[config.mk]
export PLATFORM = sky130hd
export DESIGN_NAME = obhs_lerp_unit
export DESIGN_NICKNAME = d
export VERILOG_FILES = /design/src/hdl/obhs_pkg.sv /design/src/hdl/obhs_lerp_unit.sv
export SDC_FILE = /design/constraint.sdc
export NUM_CORES = 1
export LEC_CHECK = 0
export ABC_AREA = 1
export BUFFER_PORTS_ARGS = -buffer_cell sky130_fd_sc_hd__clkbuf_2
export CORE_ASPECT_RATIO = 0.8
export CORE_MARGIN = 10
export CORE_UTILIZATION = 45
export CTS_CLUSTER_DIAMETER = 200
export DETAILED_ROUTE_END_ITERATION = 10
export PLACE_DENSITY_LB_ADDON = 0.2
export REMOVE_ABC_BUFFERS = 1
export SYNTH_ARGS = -nofsm -noshare
export SYNTH_HDL_FRONTEND = slang
export SYNTH_SLANG_ARGS = --single-unit
[constraint.sdc]
create_clock -name clock -period 8.25 [get_ports clock]
set_input_delay 0.825 -clock clock [delete_from_list [all_inputs] [get_ports clock]]
set_output_delay 0.825 -clock clock [all_outputs]
set_load 0.005 [all_outputs]
[src/hdl/obhs_pkg.sv]
package obhs_pkg;

   localparam int VAL_W      = 16;
   localparam int ADDR_W     = 17;
   localparam int COORD_W    = 32;
   localparam int GAIN_W     = 32;
   localparam int GAIN_FRAC  = 16;
   localparam int HEIGHT_W   = 32;
   localparam int PACKS_REG_W = 4;
   localparam int CSR_INDEX_W = 1;
   localparam int CSR_DATA_W  = 32;

   localparam logic [CSR_INDEX_W-1:0] CSR_PACK_COUNT  = 1'b0;
   localparam logic [CSR_INDEX_W-1:0] CSR_HEIGHT_GAIN = 1'b1;

   localparam logic [GAIN_W-1:0] GAIN_RESET = 32'h0001_0000;

   localparam logic signed [HEIGHT_W-1:0] HEIGHT_MAX = 32'sh7fff_ffff;
   localparam logic signed [HEIGHT_W-1:0] HEIGHT_MIN = 32'sh8000_0000;

   // four texels around one sample point, row-major
   typedef struct packed {
      logic signed [VAL_W-1:0] t00;
      logic signed [VAL_W-1:0] t01;
      logic signed [VAL_W-1:0] t10;
      logic signed [VAL_W-1:0] t11;
   } texel_quad_type;

endpackage

[src/hdl/obhs_lerp_unit.sv]
module obhs_lerp_unit #(
   parameter int FRAC_BITS = 12
) (
   input  logic                               clock,
   input  logic                               load,
   input  logic signed [obhs_pkg::VAL_W-1:0]  a,
   input  logic signed [obhs_pkg::VAL_W-1:0]  b,
   input  logic [FRAC_BITS-1:0]               frac,
   output logic signed [obhs_pkg::VAL_W-1:0]  result_ff
);

   localparam int DIFF_W = obhs_pkg::VAL_W + 1;
   localparam int PROD_W = DIFF_W + FRAC_BITS + 1;
   localparam int STEP_W = DIFF_W + 1;

   logic signed [DIFF_W-1:0] diff;
   logic signed [PROD_W-1:0] prod;
   logic signed [PROD_W-1:0] prod_shifted;
   logic signed [STEP_W-1:0] step;
   logic signed [STEP_W-1:0] total;

   // (S-f)*a + f*b over S equals a + f*(b-a) over S, floored
   assign diff         = {b[obhs_pkg::VAL_W-1], b} - {a[obhs_pkg::VAL_W-1], a};
   assign prod         = diff * $signed({1'b0, frac});
   assign prod_shifted = prod >>> FRAC_BITS;
   assign step         = prod_shifted[STEP_W-1:0];
   assign total        = {{(STEP_W-obhs_pkg::VAL_W){a[obhs_pkg::VAL_W-1]}}, a} + step;

   always_ff @(posedge clock) begin
      if (load) begin
         result_ff <= total[obhs_pkg::VAL_W-1:0];
      end
   end

endmodule

==> results.md <==
- Pre-CTS WS: -0.231 ns
- F_max: 0.126 GHz
- CTS sink cnt: 16
- Overflow after GRT: 0
- Unique masters post-synth: 45
- Asr flop ratio synth: 0
- Via count: 8,545
- Initial antenna violation count: 0
- Post-synthesis average cell area: 7.62 µm²
- Compound-Gate Fraction of Synth Area: 0.0640
- Starting DRC count in detailed routing: 528
- DPL Wire Length: 25.4 mm
- Top-count cell post-synth: inv_1
- Ant diodes: 0
- Top_reg_cell synth: edfxtp_1
- Num ports: 62
- Synth Area in Simple Gates: 0.201
- CTS max path bufs: 2
- Largest Register: result_ff
- Worst EP arrival: 7.96 ns
- Area fraction of the dominant cell type after synthesis: 0.380
- Largest family of logic cells by synthesized area: adder cells
- Worst path max stage delay: 0.56 ns
- Cell taking the most area after synthesis: fa_1
- Final Hold Vio Count: 0
- Clk pin slew, worst setup/hold paths: 0.05 ns
- TritonCTS buffer count: 3
- Final setup margin: 0.288 ns
- Tightest hold margin: 0.985 ns
- CP Max Fanout: 5
- Slew HR: 0.549
- CP max-delay cell: fa_1
- CP required: 8.25 ns
- Routed WL: 28.4 mm
- Tmin final: 7.96 ns
- Multiplexer area fraction after synthesis: 0
- Max reg flops: 16
- CP dominant cell by count: fa_1
- Synthesized instance count: 1,252
- Tcrit/Tclk final: 0.965
- H-tree depth: 1
- Final ANT Viol Nets: 0
- First-pass GRT wire length: 45.5 mm
- Area of the core: 20,800 µm²
- # Max-Cap Violations: 0
- Via density: 4.99
- Yosys reg bits: 16
- Initial Util: 0.459
- Vias in the first global route: 8,568
- Area Growth Syn to Fin: 20.7%
- Least-Margin Pin Slew: 0.668 ns
- Sequential area share after synthesis: 0.0504
- Unrepaired setup endpoints after global routing: true
- Wire per inst: 16.6 µm
- Final Max Slew Viols: 0
- Worst Hold Class: in2reg
- Top Registers: result_ff x16
- Endpoint type of the worst setup path: flop
- Largest net degree at the start of global routing: 18
- Synth warnings: 0
- Endpoints failing setup: 0
- Pre-antenna DRT Iters: 5
- Status: finished clean
- CTS Hold Bufs: 0
- FP Rows: 47
- Final RePlAce weighted congestion: 0.935
- Post-synth EDFFs: 16
- Startpoint class of the critical path: input port
- Kind of critical path: in2reg
- All-layer global routing usage: 0.208
- Die footprint: 27,500 µm²
- CTS tree: done
- Synthesized area: 9540 µm²
- Die H: 150 µm
- Die width: 183 µm
- Share of layout cells above drive strength 1: 0.206
- Post-route setup TNS: 0 ns
- CTS root buffer: clkbuf_16
- Xor and xnor area share after synthesis: 0.0383
- IO Port Bufs: 61
- Drt drc: 0
- Area share of fa/ha/maj cells after synthesis: 0.502
- Ranking of synthesized cells by area: fa_1 38%, inv_1 13%, ha_1 12%, nand2_1 8.9%, nor2_1 5.2%
- NumNets Final: 1,765
- Commonest cells post-synth: 335 x inv_1, 227 x nand2_1, 181 x fa_1
-- timing repair --
action	in CTS	in global routing
resized for setup	0	76
hold endpoints to repair	0	0
endpoints found under the setup margin	0	9
setup buffers	0	2
-- final cells by class --
| type | count | area [µm²] |
|---|---|---|
| clock buffers | 3 | 75.1 |
| clock inverters | 1 | 3.75 |
| fillers | 2054 | 9250 |
| inverters | 338 | 1270 |
| multi-input cells | 879 | 7940 |
| flip-flops and latches | 16 | 480 |
| well taps | 269 | 337 |
| repair buffers | 207 | 1410 |
-- logic make-up (layout without fill, tap and decap cells) --
family	count (synthesis)	after routing
flops	16	16
xor+xnor	40	40
buf+inv	357	549
fa+ha+maj	274	274
simple gates	463	463
compound gates	102	102
-- layer usage --
| layer | wire length, µm | global-route usage | part of all wire |
|---|---|---|---|
| met1 | 13000 | 0.294 | 0.46 |
| met2 | 12900 | 0.335 | 0.45 |
| met3 | 2140 | 0.0324 | 0.075 |
| met4 | 451 | 0.0341 | 0.016 |
| met5 | 0 | 0 | 0 |
-- worst paths after layout --
kind / start / endpoint / slack (ns) / depth (start not counted)
max: a[0] / result_ff[13]$_DFFE_PP_ / 0.29 / 32
min: a[0] / result_ff[0]$_DFFE_PP_ / 0.98 / 3
-- stage by stage --
stage,instances,util,instance area (µm²)
after floorplan,1233,-,9430
after global placement,1707,0.537,11100
after detailed placement,1707,0.537,11100
after CTS,1711,0.541,11200
after global routing,1713,0.555,11500
final,1713,0.555,11500
-- cells in the final DEF, fill, tap and decap left out, types with 16 or more instances in the layout --
master and n:
edfxtp_1 16, ha_1 84, nand3_1 64, nand2_1 213
a21oi_2 17, nor2_1 125, xor2_1 26, buf_4 145
clkbuf_2 61, a21oi_1 36, inv_1 332, fa_1 181
-- critical path: cells and delay by family --
family / cells / cell delay [ns]
and+or+nand+nor: 9 / 1.42
xor gates and xnor gates: 3 / 0.54
adders and majority gates: 9 / 3.79
buffers and inverters: 6 / 0.50
AOI/OAI and AO/OA: 5 / 0.89
Power is not shown: default switching activity piles up to over one toggle a cycle in this logic, so the estimate is an artifact.
