$ cat src/hdl/obhs_pkg.sv
package obhs_pkg;

   localparam int VAL_W      = 16;
   localparam int ADDR_W     = 17;
   localparam int COORD_W    = 32;
   localparam int GAIN_W     = 32;
   localparam int GAIN_FRAC  = 16;
   localparam int HEIGHT_W   = 32;
   localparam int PACKS_REG_W = 4;
   localparam int CSR_INDEX_W = 1;
   localparam int CSR_DATA_W  = 32;

   localparam logic [CSR_INDEX_W-1:0] CSR_PACK_COUNT  = 1'b0;
   localparam logic [CSR_INDEX_W-1:0] CSR_HEIGHT_GAIN = 1'b1;

   localparam logic [GAIN_W-1:0] GAIN_RESET = 32'h0001_0000;

   localparam logic signed [HEIGHT_W-1:0] HEIGHT_MAX = 32'sh7fff_ffff;
   localparam logic signed [HEIGHT_W-1:0] HEIGHT_MIN = 32'sh8000_0000;

   // four texels around one sample point, row-major
   typedef struct packed {
      logic signed [VAL_W-1:0] t00;
      logic signed [VAL_W-1:0] t01;
      logic signed [VAL_W-1:0] t10;
      logic signed [VAL_W-1:0] t11;
   } texel_quad_type;

endpackage

$ cat src/hdl/obhs_gain_scale.sv
module obhs_gain_scale #(
   parameter int SUM_W = 19
) (
   input  logic                                  clock,
   input  logic signed [SUM_W-1:0]               sum,
   input  logic [obhs_pkg::GAIN_W-1:0]           gain,
   output logic signed [obhs_pkg::HEIGHT_W-1:0]  height
);

   localparam int PROD_W = SUM_W + obhs_pkg::GAIN_W + 1;
   localparam int LOW    = obhs_pkg::GAIN_FRAC;
   localparam int TOP    = LOW + obhs_pkg::HEIGHT_W - 1;

   logic signed [PROD_W-1:0] product_ff;
   logic [PROD_W-1-TOP:0]    high_bits;

   always_ff @(posedge clock) begin
      product_ff <= sum * $signed({1'b0, gain});
   end

   // in range when every bit from the result sign upward agrees
   assign high_bits = product_ff[PROD_W-1:TOP];

   always_comb begin
      if (&high_bits || ~|high_bits) begin
         height = product_ff[TOP:LOW];
      end else if (product_ff[PROD_W-1]) begin
         height = obhs_pkg::HEIGHT_MIN;
      end else begin
         height = obhs_pkg::HEIGHT_MAX;
      end
   end

endmodule

$ cat config.mk
export PLATFORM = sky130hd
export DESIGN_NAME = obhs_gain_scale
export DESIGN_NICKNAME = d
export VERILOG_FILES = /design/src/hdl/obhs_pkg.sv /design/src/hdl/obhs_gain_scale.sv
export SDC_FILE = /design/constraint.sdc
export NUM_CORES = 2
export LEC_CHECK = 0
export ABC_AREA = 1
export BUFFER_PORTS_ARGS = -buffer_cell sky130_fd_sc_hd__buf_2
export CELL_PAD_IN_SITES_DETAIL_PLACEMENT = 1
export CELL_PAD_IN_SITES_GLOBAL_PLACEMENT = 2
export CORE_MARGIN = 5
export CORE_UTILIZATION = 40
export DETAILED_ROUTE_END_ITERATION = 12
export GPL_TIMING_DRIVEN = 0
export MAX_ROUTING_LAYER = met4
export PLACE_DENSITY = 0.94
export SETUP_SLACK_MARGIN = 0.05
export SLEW_MARGIN = 20
export SYNTH_ARGS = -nofsm -noshare
export SYNTH_HDL_FRONTEND = slang
export SYNTH_SLANG_ARGS = --single-unit
$ cat constraint.sdc
create_clock -name clock -period 8.87 [get_ports clock]
set_clock_uncertainty 0.05 [all_clocks]
set_input_delay 0.4435 -clock clock [delete_from_list [all_inputs] [get_ports clock]]
set_output_delay 0.4435 -clock clock [all_outputs]
set_load 0.02 [all_outputs]
==> impl_metrics.csv <==
group,metric,value,unit
outcome,status,"complete, no violations",
finish,largest_reg_flops,36,
route,wire_per_inst,22.6,um
yosys,synth_nets,3664,
floorplan,die_y,245,um
global_route,grt_pass1_vias,21400,
yosys,synthCells,2921,
route,wl,83.4,mm
yosys,mappedNetlistArea,0.0220,mm2
timing,max_freq,0.134,GHz
global_route,track_usage,28.7,%
timing,fin_tns_setup,0,ns
clock_tree,cts_resized,0,
yosys,synth-xor-area-share,1.03,%
floorplan,die_area,0.0599,mm2
yosys,avgSynthCellArea,7.54,um2
clock_tree,htree_levels,2,
clock_tree,ctsLongestPathBuffers,2,
timing,period_share,84.0,%
timing,holdWs,0.835,ns
route,first_iter_violations,1192,
clock_tree,cts_hold_buf,0,
yosys,yosysTopAreaCellShare,46.2,%
yosys,yosys-top-cells-area,"fa_1 46%, inv_1 16%, nand2_1 12%, ha_1 10%, dfxtp_1 3.3%",
yosys,synth_edf_count,0,
run,cap_violations,0,
worst_setup_path,critPathKind,"primary input to flop",
finish,drive_gt1_share,3.46,%
placement,port_buffers,51,
timing,worstMarginPinSlew,1.26,ns
yosys,synth_top_family_by_area,"adder cells",
finish,fillers,6959,
yosys,synth-async-reset-ratio,0,%
finish,top_regs,"product_ff: 36 flops",
route,vias,19000,
global_route,grt_max_degree,12,
clock_tree,postCtsSetupBuffers,0,
timing,setup_viol,0,
floorplan,core_area,0.0549,mm2
timing,slew_headroom,15.9,%
worst_setup_path,crit_required,9.00,ns
yosys,yosys_register_bits,36,
timing,rsz0062_at_grt,"false",
clock_tree,clockRootBuffer,"clkbuf_16",
worst_setup_path,critPathMaxFanout,10,
global_route,grt_pass1_wl,126,mm
clock_tree,clock-sinks,36,
global_route,grt_antenna_before_repair,5,
placement,dp_hpwl,70.4,mm
finish,regMostFlops,"product_ff",
floorplan,io_pins,84,
yosys,synth_compound_gate_area_share,3.95,%
clock_tree,cts_buffers,5,
yosys,ys_types,34,
clock_tree,cts_tree,"yes",
global_route,grt-ovfl-total,0,
timing,hold_violations,0,
finish,area_growth,5.91,%
yosys,synthSimpleGateAreaFrac,17.1,%
route,drtPass1Iterations,5,
floorplan,floorplan.initialDensity,40.2,%
route,drc,0,
worst_hold_path,hp-class,"primary input to flop",
yosys,yosysTopAreaCell,"fa_1",
finish,fin_nets,3722,
floorplan,std_cell_rows,86,
floorplan,die_w,245,um
route,via_per_inst,5.15,
timing,period_minus_slack,7.45,ns
worst_setup_path,endpoint_kind,"flop",
finish,finish.instance_area,0.0233,mm2
finish,ff_latch_area,721,um2
clock_tree,clk_pin_slew_worst_paths,0.05,ns
worst_setup_path,worst_ep_arrival_time,7.58,ns
worst_setup_path,critPathLaunchType,"primary input",
route,drt.antenna.violating_nets,0,
yosys,synthAdderAreaFrac,56.5,%
timing,slew_viol_final,0,
finish,multi_input_area,0.0173,mm2
placement,gp_congestion,0.965,
yosys,synth.area.mux_share,0,%
yosys,ys.flop_type,"dfxtp_1",
placement,placed_area,0.0232,mm2
yosys,yosysSeqAreaShare,3.27,%
yosys,synth_warnings,0,
per-stage QoR:
stage          setup WS (ns)  std cells  util (%)
3_3_place_gp            1.47       3676      42.2
4_1_cts                 1.52       3684      42.5
5_1_grt                 1.18       3685      42.5
3_5_place_dp            1.31       3676      42.2
6_report                1.42       3685      42.5
2_1_floorplan           2.91       2921         -
cell usage after synthesis (2+ instances only):
cell      instances
inv_1           932
nand2_1         720
fa_1            508
ha_1            183
nor2_1          130
clkbuf_1        105
a21oi_1          68
o21ai_0          67
dfxtp_1          36
nand3_1          31
buf_1            21
nand2_2          20
xor2_1           15
nand4_1          14
or2_2            14
nor3_1            9
xnor2_1           9
a21o_1            8
a31oi_1           4
o21bai_1          4
a21boi_0          3
nand2_4           3
o21a_1            3
nor2_2            2
nor4_1            2
o21ai_1           2
area by class of cell:
type	instances	area share, %
Antenna cell	1	0.0107
Buffer	128	2.08
Clock buffer	6	0.552
Clock inverter	2	0.150
Inverter	932	15.0
Multi-Input combinational cell	1825	74.3
Sequential cell	36	3.09
Tap cell	704	3.77
Timing Repair Buffer	51	1.09
layer usage:
layer	GRT usage, %	part of all wire (%)
met5	-	0
met4	11.8	5.6
met3	4.07	6.8
met2	47.7	48
met1	35.4	40
critical path, stage by stage:
cell	delay (ns)
clkbuf_1	0.67
clkbuf_1	0.65
nand2_1	0.16
fa_1	0.54
inv_1	0.06
fa_1	0.50
inv_1	0.05
fa_1	0.47
inv_1	0.06
fa_1	0.52
fa_1	0.57
inv_1	0.05
fa_1	0.35
inv_1	0.08
fa_1	0.42
ha_1	0.36
a21oi_1	0.28
o21ai_0	0.20
a21oi_1	0.35
nor2_1	0.10
o21ai_0	0.39
nand3_1	0.14
nand2_1	0.09
nand2_1	0.05
path summary, 6_finish.rpt:
| kind | startpoint | to | slack, ns | cells past startpoint |
|---|---|---|---|---|
| min | sum[1] | product_ff[23] | 0.84 | 7 |
| max | gain[14] | product_ff[43] | 1.42 | 24 |
placed cells by master (no fill, tap or decap), types with 36 or more instances in the layout:
master and n:
o21ai_0 67, dfxtp_1 36, nand2_1 720, a21oi_1 68
clkbuf_1 106, nor2_1 130, buf_2 52, inv_1 932
fa_1 508, ha_1 183
cells by family (layout without fill, tap and decap cells):
family,Yosys count,after routing
XOR/XNOR,25,25
other,0,1
adder cells (fa/ha/maj),691,691
AO/OA/AOI/OAI,162,162
flip-flops,36,36
AND/OR/NAND/NOR,947,947
buffers and inverters,1060,1119
Power is left out: the tool's default activity adds up to more than one toggle a clock period on the data nets, which glitch-free logic cannot reach.
